[src/command_call_syntax_scanner_top_defines.svh]
// Assertion macros used by the scanner top level
`ifndef COMMAND_CALL_SYNTAX_SCANNER_TOP_DEFINES_SVH
`define COMMAND_CALL_SYNTAX_SCANNER_TOP_DEFINES_SVH

// same-cycle implication, disabled during reset
`define CCSS_ASSERT_NOW(label, ante, cons, msg) \
    label: assert property (@(posedge clk) disable iff (!rst_n) (ante) |-> (cons)) \
        else $error(msg);

// next-cycle implication, disabled during reset
`define CCSS_ASSERT_NEXT(label, ante, cons, msg) \
    label: assert property (@(posedge clk) disable iff (!rst_n) (ante) |=> (cons)) \
        else $error(msg);

`endif

[src/ccss_pkg.sv]
// Types, codes and character classes of the command call syntax scanner
`default_nettype none

package ccss_pkg;

    typedef enum logic [2:0]
    {
        PH_LEAD  = 3'd0,
        PH_NAME  = 3'd1,
        PH_GAP   = 3'd2,
        PH_LIST  = 3'd3,
        PH_TRAIL = 3'd4
    } phase_t;

    localparam logic [2:0] ROLE_SPACE   = 3'd0;
    localparam logic [2:0] ROLE_NAME    = 3'd1;
    localparam logic [2:0] ROLE_OPEN    = 3'd2;
    localparam logic [2:0] ROLE_ARG     = 3'd3;
    localparam logic [2:0] ROLE_COMMA   = 3'd4;
    localparam logic [2:0] ROLE_CLOSE   = 3'd5;
    localparam logic [2:0] ROLE_IGNORED = 3'd6;

    localparam logic [3:0] STAT_OK         = 4'd0;
    localparam logic [3:0] STAT_BAD_NAME   = 4'd1;
    localparam logic [3:0] STAT_OPEN_SQ    = 4'd2;
    localparam logic [3:0] STAT_OPEN_DQ    = 4'd3;
    localparam logic [3:0] STAT_UNMATCHED  = 4'd4;
    localparam logic [3:0] STAT_DANGLE_ESC = 4'd5;
    localparam logic [3:0] STAT_UNCLOSED   = 4'd6;
    localparam logic [3:0] STAT_JUNK       = 4'd7;
    localparam logic [3:0] STAT_TOO_MANY   = 4'd8;

    localparam logic [7:0] CH_BSLASH = 8'h5C;
    localparam logic [7:0] CH_SQUOTE = 8'h27;
    localparam logic [7:0] CH_DQUOTE = 8'h22;
    localparam logic [7:0] CH_LPAREN = 8'h28;
    localparam logic [7:0] CH_COMMA  = 8'h2C;
    localparam logic [7:0] CH_RPAREN = 8'h29;

    typedef struct packed
    {
        phase_t     phase;
        logic       sq;
        logic       dq;
        logic       esc;
        logic [3:0] err;
    } scan_state_t;

    typedef struct packed
    {
        logic [2:0] role;
        logic [3:0] arg_number;
        logic       end_of_command;
        logic [3:0] status;
    } scan_result_t;

    localparam scan_state_t SCAN_RESET = '{phase: PH_LEAD, sq: 1'b0, dq: 1'b0,
                                           esc: 1'b0, err: STAT_OK};

    function automatic logic is_space(input logic [7:0] c);
        return c == 8'h20 || c == 8'h09 || c == 8'h0B || c == 8'h0C ||
               c == 8'h0A || c == 8'h0D || c == 8'h00;
    endfunction

    function automatic logic is_alpha_us(input logic [7:0] c);
        return (c >= 8'h61 && c <= 8'h7A) || (c >= 8'h41 && c <= 8'h5A) || c == 8'h5F;
    endfunction

    function automatic logic is_ident(input logic [7:0] c);
        return is_alpha_us(c) || (c >= 8'h30 && c <= 8'h39);
    endfunction

endpackage

`default_nettype wire

[src/ccss_step.sv]
// Next-state and result logic for one byte of the command line
`default_nettype none

module ccss_step #(
    parameter int MAX_NEST = 255,
    parameter int MAX_ARGS = 16,
    parameter int NEST_W   = 8,
    parameter int ARG_W    = 4
) (
    input  var ccss_pkg::scan_state_t  state_cur,
    input  var logic [NEST_W-1:0]      nest_cur,
    input  var logic [ARG_W-1:0]       arg_cur,
    input  var logic [7:0]             c,
    input  var logic                   last_in,
    output ccss_pkg::scan_state_t      state_next,
    output logic [NEST_W-1:0]          nest_next,
    output logic [ARG_W-1:0]           arg_next,
    output ccss_pkg::scan_result_t     result
);

    ccss_pkg::scan_state_t st;
    logic [NEST_W-1:0]     nest;
    logic [ARG_W-1:0]      argc;
    logic [ARG_W-1:0]      argn;
    logic [2:0]            role;
    logic [3:0]            status;
    logic                  quoted;
    logic                  clr_esc;

    always_comb
    begin
        st      = state_cur;
        nest    = nest_cur;
        argc    = arg_cur;
        argn    = '0;
        role    = ccss_pkg::ROLE_IGNORED;
        status  = ccss_pkg::STAT_OK;
        quoted  = state_cur.sq | state_cur.dq;
        clr_esc = 1'b1;

        if (state_cur.err == ccss_pkg::STAT_OK)
        begin
            unique case (state_cur.phase)
                ccss_pkg::PH_LEAD:
                begin
                    if (ccss_pkg::is_space(c))
                        role = ccss_pkg::ROLE_SPACE;
                    else if (ccss_pkg::is_alpha_us(c))
                    begin
                        st.phase = ccss_pkg::PH_NAME;
                        role     = ccss_pkg::ROLE_NAME;
                    end
                    else
                        st.err = ccss_pkg::STAT_BAD_NAME;
                end
                ccss_pkg::PH_NAME:
                begin
                    if (ccss_pkg::is_ident(c))
                        role = ccss_pkg::ROLE_NAME;
                    else if (ccss_pkg::is_space(c))
                    begin
                        st.phase = ccss_pkg::PH_GAP;
                        role     = ccss_pkg::ROLE_SPACE;
                    end
                    else if (c == ccss_pkg::CH_LPAREN)
                    begin
                        st.phase = ccss_pkg::PH_LIST;
                        role     = ccss_pkg::ROLE_OPEN;
                    end
                    else
                        st.err = ccss_pkg::STAT_JUNK;
                end
                ccss_pkg::PH_GAP:
                begin
                    if (ccss_pkg::is_space(c))
                        role = ccss_pkg::ROLE_SPACE;
                    else if (c == ccss_pkg::CH_LPAREN)
                    begin
                        st.phase = ccss_pkg::PH_LIST;
                        role     = ccss_pkg::ROLE_OPEN;
                    end
                    else
                        st.err = ccss_pkg::STAT_JUNK;
                end
                ccss_pkg::PH_LIST:
                begin
                    argn = arg_cur;
                    role = ccss_pkg::ROLE_ARG;
                    if (c == ccss_pkg::CH_BSLASH && !state_cur.esc && quoted)
                    begin
                        st.esc  = 1'b1;
                        clr_esc = 1'b0;
                    end
                    else if (c == ccss_pkg::CH_SQUOTE)
                    begin
                        if (!state_cur.dq && (!state_cur.sq || !state_cur.esc))
                            st.sq = ~state_cur.sq;
                    end
                    else if (c == ccss_pkg::CH_DQUOTE)
                    begin
                        if (!state_cur.sq && (!state_cur.dq || !state_cur.esc))
                            st.dq = ~state_cur.dq;
                    end
                    else if (c == ccss_pkg::CH_LPAREN && !quoted)
                    begin
                        if (nest_cur == NEST_W'(MAX_NEST))
                        begin
                            st.err  = ccss_pkg::STAT_UNMATCHED;
                            role    = ccss_pkg::ROLE_IGNORED;
                            argn    = '0;
                            clr_esc = 1'b0;
                        end
                        else
                            nest = nest_cur + NEST_W'(1);
                    end
                    else if (c == ccss_pkg::CH_COMMA && !quoted && nest_cur == '0)
                    begin
                        clr_esc = 1'b0;
                        if (arg_cur == ARG_W'(MAX_ARGS - 1))
                        begin
                            st.err = ccss_pkg::STAT_TOO_MANY;
                            role   = ccss_pkg::ROLE_IGNORED;
                            argn   = '0;
                        end
                        else
                        begin
                            argc = arg_cur + ARG_W'(1);
                            role = ccss_pkg::ROLE_COMMA;
                        end
                    end
                    else if (c == ccss_pkg::CH_RPAREN && !quoted)
                    begin
                        if (nest_cur != '0)
                            nest = nest_cur - NEST_W'(1);
                        else
                        begin
                            st.phase = ccss_pkg::PH_TRAIL;
                            role     = ccss_pkg::ROLE_CLOSE;
                            clr_esc  = 1'b0;
                        end
                    end
                    if (clr_esc)
                        st.esc = 1'b0;
                end
                default:
                begin
                    if (ccss_pkg::is_space(c))
                        role = ccss_pkg::ROLE_SPACE;
                    else
                        st.err = ccss_pkg::STAT_JUNK;
                end
            endcase
        end

        if (last_in)
        begin
            if (st.err != ccss_pkg::STAT_OK)
                status = st.err;
            else if (st.phase == ccss_pkg::PH_LEAD)
                status = ccss_pkg::STAT_BAD_NAME;
            else if (st.phase == ccss_pkg::PH_LIST)
            begin
                priority if (st.sq)
                    status = ccss_pkg::STAT_OPEN_SQ;
                else if (st.dq)
                    status = ccss_pkg::STAT_OPEN_DQ;
                else if (nest != '0)
                    status = ccss_pkg::STAT_UNMATCHED;
                else if (st.esc)
                    status = ccss_pkg::STAT_DANGLE_ESC;
                else
                    status = ccss_pkg::STAT_UNCLOSED;
            end
        end

        result.role           = role;
        result.arg_number     = 4'(argn);
        result.end_of_command = last_in;
        result.status         = status;

        if (last_in)
        begin
            state_next = ccss_pkg::SCAN_RESET;
            nest_next  = '0;
            arg_next   = '0;
        end
        else
        begin
            state_next = st;
            nest_next  = nest;
            arg_next   = argc;
        end
    end

endmodule

`default_nettype wire

[src/command_call_syntax_scanner_top.sv]
// Top level of the command call syntax scanner
//
// Scans a command line of the form name(arg,arg) one byte per word and tags
// each byte with its role, the argument it belongs to, and on the word marked
// last a status code, after which the scanner is back in its reset state.
// A byte is taken into an input register; its scan state update and result are
// computed combinationally and land in an output register. One word per cycle is
// sustained while out_ready stays high; the scan state registers (state, nest
// level, argument count), updated once per byte, set that rate. in_ready drops
// only while both registers hold words that the output side has not taken. No
// clearing pass after reset.
`default_nettype none
`include "command_call_syntax_scanner_top_defines.svh"

module command_call_syntax_scanner_top #(
    parameter int MAX_NEST = 255,
    parameter int MAX_ARGS = 16
) (
    input  var logic       clk,
    input  var logic       rst_n,
    input  var logic       in_valid,
    output logic           in_ready,
    input  var logic [7:0] in_byte,
    input  var logic       last,
    output logic           out_valid,
    input  var logic       out_ready,
    output logic [2:0]     role,
    output logic [3:0]     arg_number,
    output logic           end_of_command,
    output logic [3:0]     status
);

    localparam int NEST_W = ($clog2(MAX_NEST + 1) > 0) ? $clog2(MAX_NEST + 1) : 1;
    localparam int ARG_W  = ($clog2(MAX_ARGS) > 0) ? $clog2(MAX_ARGS) : 1;

    logic                   in_valid_reg;
    logic [7:0]             byte_reg;
    logic                   last_reg;
    logic                   out_valid_reg;
    ccss_pkg::scan_result_t result_reg;
    ccss_pkg::scan_result_t result_next;
    ccss_pkg::scan_state_t  state_reg;
    ccss_pkg::scan_state_t  state_next;
    logic [NEST_W-1:0]      nest_reg;
    logic [NEST_W-1:0]      nest_next;
    logic [ARG_W-1:0]       arg_reg;
    logic [ARG_W-1:0]       arg_next;
    logic                   advance;
    logic                   in_fire;

    assign advance  = in_valid_reg && (!out_valid_reg || out_ready);
    assign in_ready = !in_valid_reg || advance;
    assign in_fire  = in_valid && in_ready;

    ccss_step #(
        .MAX_NEST (MAX_NEST),
        .MAX_ARGS (MAX_ARGS),
        .NEST_W   (NEST_W),
        .ARG_W    (ARG_W)
    ) u_step (
        .state_cur  (state_reg),
        .nest_cur   (nest_reg),
        .arg_cur    (arg_reg),
        .c          (byte_reg),
        .last_in    (last_reg),
        .state_next (state_next),
        .nest_next  (nest_next),
        .arg_next   (arg_next),
        .result     (result_next)
    );

    always_ff @(posedge clk or negedge rst_n)
    begin
        if (!rst_n)
        begin
            in_valid_reg  <= 1'b0;
            out_valid_reg <= 1'b0;
            state_reg     <= ccss_pkg::SCAN_RESET;
            nest_reg      <= '0;
            arg_reg       <= '0;
        end
        else
        begin
            if (in_ready)
                in_valid_reg <= in_valid;
            if (advance)
            begin
                out_valid_reg <= 1'b1;
                state_reg     <= state_next;
                nest_reg      <= nest_next;
                arg_reg       <= arg_next;
            end
            else if (out_ready)
                out_valid_reg <= 1'b0;
        end
    end

    always_ff @(posedge clk)
    begin
        if (in_fire)
        begin
            byte_reg <= in_byte;
            last_reg <= last;
        end
        if (advance)
            result_reg <= result_next;
    end

    assign out_valid      = out_valid_reg;
    assign role           = result_reg.role;
    assign arg_number     = result_reg.arg_number;
    assign end_of_command = result_reg.end_of_command;
    assign status         = result_reg.status;

    `CCSS_ASSERT_NOW(a_status_only_at_end,
        out_valid_reg && result_reg.status != ccss_pkg::STAT_OK,
        result_reg.end_of_command, "status set on a word that is not last")
    `CCSS_ASSERT_NOW(a_ignored_has_no_arg,
        out_valid_reg && result_reg.role == ccss_pkg::ROLE_IGNORED,
        result_reg.arg_number == 4'd0, "ignored byte carries an argument index")
    `CCSS_ASSERT_NEXT(a_reset_after_last,
        advance && last_reg,
        state_reg == ccss_pkg::SCAN_RESET && nest_reg == '0 && arg_reg == '0,
        "scan state not cleared after last byte")
    `CCSS_ASSERT_NEXT(a_error_sticky,
        state_reg.err != ccss_pkg::STAT_OK && !(advance && last_reg),
        state_reg.err == $past(state_reg.err), "sticky error changed inside a line")
    `CCSS_ASSERT_NOW(a_nest_bounded,
        1'b1, {1'b0, nest_reg} <= (NEST_W + 1)'(MAX_NEST), "nest level above limit")

endmodule

`default_nettype wire

[config.mk]
export PLATFORM = sky130hd
export DESIGN_NAME = command_call_syntax_scanner_top
export DESIGN_NICKNAME = d
export VERILOG_FILES = /design/src/ccss_pkg.sv /design/src/ccss_step.sv /design/src/command_call_syntax_scanner_top.sv
export VERILOG_INCLUDE_DIRS = /design/src /design/src/src
export SDC_FILE = /design/constraint.sdc
export NUM_CORES = 1
export LEC_CHECK = 0
export BUFFER_PORTS_ARGS = -buffer_cell sky130_fd_sc_hd__buf_2
export CAP_MARGIN = 10
export CORE_MARGIN = 2
export CORE_UTILIZATION = 45
export CTS_BUF_LIST = sky130_fd_sc_hd__clkbuf_4 sky130_fd_sc_hd__clkbuf_8 sky130_fd_sc_hd__clkbuf_16
export DETAILED_ROUTE_END_ITERATION = 7
export PLACE_DENSITY = 0.63
export SYNTH_ARGS = -nofsm -noshare
export SYNTH_HDL_FRONTEND = slang
export SYNTH_SLANG_ARGS = --single-unit
[constraint.sdc]
create_clock -name clk -period 2.4 [get_ports clk]
set_input_delay 0.24 -clock clk [delete_from_list [all_inputs] [get_ports clk]]
set_output_delay 0.24 -clock clk [all_outputs]
set_load 0.02 [all_outputs]
# Word level (Yosys, flattened, before mapping)
# Cells that the tools add are included.
# classes
n_div,0
eq_ne,24
n_addsub,3
bitwise_logic,3
reduce_logical,46
n_lt_le_gt_ge,6
mul,0
muxes,100
shift,0
# op_table
cell,n
2-to-1 mux 4 bit,35
2-to-1 mux 8 bit,11
2-to-1 mux 3 bit,27
"== test 8 x 6 -> 1 bit, second input constant",6
"== test 8 x 4 -> 1 bit, second input constant",5
one-hot mux 3 bit (4 select lines),2
2-to-1 mux 10 bit,2
2-to-1 mux 1 bit,19
"== test 8 x 7 -> 1 bit, second input constant",2
">= comparator 8 x 7 -> 1 bit, second input constant",2
"less-or-equal comparator 8 x 7 -> 1 bit, second input constant",2
logical NOT 8 bit,2
one-hot mux 4 bit (4 select lines),1
nonzero test 8 bit,2
logical AND 1 bit,13
logical OR 1 bit,13
"inequality test 2 bit, second input constant",5
"== test 3 x 2 -> 1 bit, second input constant",3
AND reduction 9 bit,1
"adder 8 x 1 -> 8 bit, second input constant",1
"== test 8 bit, second input constant",1
">= comparator 8 x 6 -> 1 bit, second input constant",1
"less-or-equal comparator 8 x 6 -> 1 bit, second input constant",1
nonzero test 2 bit,4
other kinds (13),21
# totals
input_bits,13
latchBits,0
mem_bits_rw,0
word_cells,197
n_memories,0
mem_bits_ro,0
output_inout_bits,14
register_bits,45

# Longest topological paths before layout
# depth
depth_word,21
depth_mapped,10
depth_no_buf,10

# Modules after synthesis
# From an unflattened synthesis, not the netlist that was laid out.
# hier_totals
cells_unflattened,351
area_unflattened_um2,3305.7
# by_module_without_submodules
mod,instances,area_each_um2,cells_per_inst,seq_area_each_um2
ccss_step,1,1677.9,275,0.0
command_call_syntax_scanner_top,1,1627.8,76,1231.2

# Least setup slack after synthesis
# No wires, ideal clock.
# synth_path
path_kind,flip-flop to flip-flop
from,register nest_reg[0]
to,"register result_reg, in the netlist status[2], data pin"
stages_incl_launch_ff,11
synth_period_minus_slack_ns,2.610
setup_slack_ns,-0.210
setup_time_ns,0.257
n_path_buf,0
required_time_ns,2.143
arrival_ns,2.353
cell_sequence,dfrtp_1 > inv_1 > ha_1 > or3b_2 > or2_4 > nor2_4 > o21ai_1 > o32a_1 > and3_1 > a41oi_1 > nor2_1
# synth_between
elab_chain_cells,14
elab_cells_between_ends,26
classes_between,eq/ne (2); mux (19); reduce/logical (5)
# synth_rtl
element,line,rtl
start: declaration,command_call_syntax_scanner_top.sv:44,logic [NEST_W-1:0] nest_reg;
start signal: assignment,command_call_syntax_scanner_top.sv:90,nest_reg <= nest_next;
nonzero test 8 bit,ccss_step.sv:133,if (nest_cur != '0)
2-to-1 mux 3 bit,ccss_step.sv:133,
2-to-1 mux 3 bit,ccss_step.sv:131,else if (c == ccss_pkg::CH_RPAREN && !quoted)
2-to-1 mux 3 bit,ccss_step.sv:116,else if (c == ccss_pkg::CH_COMMA && !quoted && nest_cur == '0)
2-to-1 mux 3 bit,ccss_step.sv:104,else if (c == ccss_pkg::CH_LPAREN && !quoted)
2-to-1 mux 3 bit,ccss_step.sv:99,else if (c == ccss_pkg::CH_DQUOTE)
2-to-1 mux 3 bit,ccss_step.sv:94,else if (c == ccss_pkg::CH_SQUOTE)
2-to-1 mux 5 bit,ccss_step.sv:89,if (c == ccss_pkg::CH_BSLASH && !state_cur.esc && quoted)
one-hot mux 3 bit (4 select lines),ccss_step.sv:43,unique case (state_cur.phase)
2-to-1 mux 10 bit (*),ccss_step.sv:41,if (state_cur.err == ccss_pkg::STAT_OK)
== test 3 x 2 -> 1 bit,ccss_step.sv:161,else if (st.phase == ccss_pkg::PH_LIST)
2-to-1 mux 4 bit,ccss_step.sv:161,
2-to-1 mux 4 bit,ccss_step.sv:159,else if (st.phase == ccss_pkg::PH_LEAD)
2-to-1 mux 4 bit (*),ccss_step.sv:157,if (st.err != ccss_pkg::STAT_OK)
end signal: assignment,command_call_syntax_scanner_top.sv:106,result_reg <= result_next;
end: declaration,command_call_syntax_scanner_top.sv:40,ccss_pkg::scan_result_t result_reg;
# Mark *: on every way between the ends. The rest lies on a longest branch, timed or not.
# A chain may end at the register's enable or synchronous reset.

# Final worst setup path
# layout_path
from,register byte_reg[7]
to,"register result_reg, in the netlist status[2], data pin"
# layout_between
elab_chain_cells,15
elab_cells_between_ends,76
classes_between,order compare (6); eq/ne (14); mux (35); reduce/logical (21)
# layout_rtl
element,line,rtl
start: declaration,command_call_syntax_scanner_top.sv:37,logic [7:0] byte_reg;
start signal: assignment,command_call_syntax_scanner_top.sv:102,byte_reg <= in_byte;
"parallel branches: the longest is 10 deep, another holds == test 8 x 6 -> 1 bit",--,
2-to-1 mux 10 bit (*),ccss_step.sv:41,
== test 3 x 2 -> 1 bit,ccss_step.sv:161,
2-to-1 mux 4 bit,ccss_step.sv:161,
2-to-1 mux 4 bit,ccss_step.sv:159,
2-to-1 mux 4 bit (*),ccss_step.sv:157,
# Every way passes the cells marked *.

==> summary by stage <==
Final layout
The register with the most flip-flops in the layout has 10 of them. The synthesis-to-layout area growth is 45.5%. The final-layout fill cell count is approximately 540. The repair_antennas step left the layout with diodes totalling 0. The final layout net count is between 400 and 500.

In the layout the commonest cells are 122 x buf_4, 28 x nand2_1, 26 x buf_2. Of the cells placed in the final design, the portion with a size suffix greater than 1 is 0.443. The leading cell type in the layout, fill and taps excluded is buf_4. After routing the design area is 4480 µm². The share of the core filled with cells in the final layout is 0.666.

Setup path
The signal on the critical path passes through buf_6 > nand4bb_4 > or3_4 > o2111ai_4 > buf_6 > a22oi_2 > a211o_1 > nor4b_4 > buf_4 > a41oi_2 > nor2_1. The startpoint kind of the worst setup timing path is a flip-flop. For this run, the slowest stage of the critical path takes 430 ps. The startpoint of the worst register-to-register path is byte_reg[7].

The highest fanout seen on the critical path is 4. The cell occurring most often along the worst timing path is buf_6. STA classifies the critical path endpoint as a flip-flop. The worst setup path startpoint is byte_reg[7]. The worst setup path is of the reg -> reg kind.

Among all stages on the critical path, the largest delay is contributed by or3_4. In this run the critical register-to-register path is captured at status[2]. STA puts the critical path data required time at between 2000 and 3000 ps.

STA puts the critical path data arrival time at around 2900 ps. The worst-case reg-to-reg path depth is 11. The worst-case register-to-register setup slack is -340 ps.

Clock network
In this run the deepest clock path goes through 2 buffers. The CTS clock-pin slew for the worst setup and hold paths is 90 ps. The number of sinks handled by clock tree synthesis is 45. The depth of the CTS H-tree is 2. The number of buffers created by CTS is 5. The clock latency of the later-clocked register in the worst-skew pair is 320 ps. The TritonCTS clock tree is done. The root buffer cell is clkbuf_8.

Timing
Timing would allow up to 365 MHz. Of the available clock period, the critical path in the final layout requires 1.14. Once routing completed, OpenROAD measured the worst setup slack at -337 ps. Setup repair after global routing could not meet its margin everywhere. The routed design could run at a clock period as short as between 2000 and 3000 ps. The count of final hold-check violations was 0. Clock skew on the completed layout was measured at ~9.5 ps. Setup violations remaining at the end of the flow were counted as 4. In this run the tightest slew margin relative to its limit is 0.624. The slew at the pin with the worst max-slew slack is about 560 ps.

The final max-slew violation count is 0.

Yosys
The mapped cell area is slightly above 3000 µm². The number of warnings reported in the yosys synthesis log is 0. For this run, asynchronously set or reset flops after synthesis account for 0.533. The gate count of the mapped netlist is approximately 320. Ranked by total cell area, the synthesized netlist is headed by edfxtp_1 20%, dfrtp_1 20%, nand2_1 3.4%. For this run, the register share of the synthesized area comes to 0.400. The largest area contributor in the netlist is edfxtp_1. Dividing the synthesized area by the synthesized cell count gives 9.58 µm². The proportion of netlist area held by the largest area contributor is 0.205. The number of enable flip-flop cells after synthesis is 21. The distinct cell type count after synthesis is 81. The most frequently used flop master after synthesis is dfrtp_1. The number of nets in the synthesized netlist is 338. The number of synthesized register bits is 45.

Placement
Summing all placed instances gives a cell area of between 4000 and 5000 µm². The congestion estimate from routability-driven global placement came to ~0.94. The worst setup slack after placement is -274 ps.

During placement, the flow inserted port buffers numbering 26. Detailed placement finished with a half-perimeter wire length of around 6.9 mm.

Routing
Dividing the detail-routed via count by the number of cells gives between 5 and 6. The residual antenna-violating net count after detailed routing is 0. In this run, the number of DRC markers left after iteration 0 of detailed routing was ~180.

The first detailed-routing pass ran for 5 iterations. The residual DRC count is 0. After detailed routing, the total wire length is around 9.4 mm. Across all layers, the routed design uses between 3,000 and 4,000 vias. After detailed routing, the average wire length per cell comes to roughly 17 µm.

Min path
The number of cells traversed by the worst hold path is 1. The worst-case hold path end point is byte_reg[0]. The source of the worst hold timing path is in_byte[0]. The type of the worst min-delay path is in -> reg.

Status
The final reports fail on setup timing. The run finished, with violations left.

Power
The peak ir drop on the vdd network is approximately 0.47 mV. For this design the ratio of total power to cell area is 627 nW/µm². The analysis attributes to cell leakage a power of a little under 2 nW.

Global route
Entering global routing, the biggest net connects 25 pins. The initial antenna violation count is 0. The global-route wire length before repair is roughly 15 mm. The via count of the first global-routing pass is 3,127. Across every metal layer, demand over resource in global routing totals 0.261. The total overflow left after global routing is 0.

Floorplan
The I/O pin total is 27. The core area is between 6000 and 7000 µm². The initial core utilization is 0.458. The die height is roughly 87 µm. The floorplan die width is just under 90 µm. The number of placement rows is 30. The die covers roughly 7500 µm².

Run
The max-cap violation count is 0.
-- worst max-delay path: cells and delay by family, from the launching register on --
family | cells | cell delay, ps
simple gates | 4 | 1090
compound gates | 4 | 640
buf+inv | 3 | 460
flops | 1 | 420
-- how the worst max path moves through the flow --
stage                end  cells after the start
2_1_floorplan  status[0]                      9
3_3_place_gp   status[0]                     10
3_5_place_dp   status[0]                      7
4_1_cts        status[0]                      8
5_1_grt        status[2]                     12
6_report       status[2]                     11
-- final cells by class --
cell class                      instances  area [µm²]  area share
Clock inverter                          3        25.0     0.00559
Sequential cell                        45        1230       0.275
Inverter                               13        48.8      0.0109
Clock buffer                            5        68.8      0.0154
Timing Repair Buffer                  154        1110       0.248
Tap cell                               80         100      0.0224
Multi-Input combinational cell        249        1890       0.422
-- synthesized netlist by cell type (all sizes together), types with 3 or more instances --
master / count
nor2: 22
edfxtp: 21
mux2i: 5
a41oi: 6
nor4: 7
clkbuf: 6
o22ai: 3
nor4b: 5
and3: 7
a22o: 4
nand2b: 6
nor3: 19
buf: 8
a31oi: 6
nand2: 29
nor3b: 3
nand3: 11
nand4: 4
or2: 3
o31ai: 3
and2: 5
and4: 4
or3: 6
a211oi: 5
dfrtp: 24
xnor2: 3
ha: 4
o21ai: 20
inv: 12
a21oi: 17
-- layer usage --
layer | vias up | GRT usage | part of all wire
met5 | - | 0 | 0
met4 | 0 | 0.0653 | 0.0096
met3 | 10 | 0.0381 | 0.046
met2 | 100 | 0.454 | 0.50
met1 | 1554 | 0.342 | 0.44
li1 | 1534 | - | -
-- kinds of logic after synthesis --
family,count (synthesis),synth area share
compound gates,92,0.211
xor+xnor,4,0.0114
fa+ha+maj,4,0.0163
buf+inv,27,0.0411
flops,45,0.400
mux,5,0.0163
simple gates,144,0.304
-- timing repair --
item,CTS,global route
gates resized for setup,14,20
endpoints found under the hold margin,24,0
setup endpoints to repair,8,14
buffers inserted,15,6
hold buffers,1,0
gates cloned,0,0
pin swaps,11,16
-- report_power, final --
part / internal [mW] / total [mW] / switching [mW]
registers: 0.902 / 0.958 / 0.0565
logic: 0.678 / 1.34 / 0.665
clock network: 0.211 / 0.508 / 0.297
total: 1.79 / 2.81 / 1.02
-- through the flow --
step	std cells	hold WS (ps)	power, mW	TNS, ps
2_1_floorplan	321	-55.6	1.60	-258
3_3_place_gp	519	259	2.13	-697
3_5_place_dp	519	272	2.14	-767
4_1_cts	543	94.8	2.69	-614
5_1_grt	549	93.8	2.95	-1860
6_report	549	97.8	2.81	-1010
(Power assumes the default switching activity.)
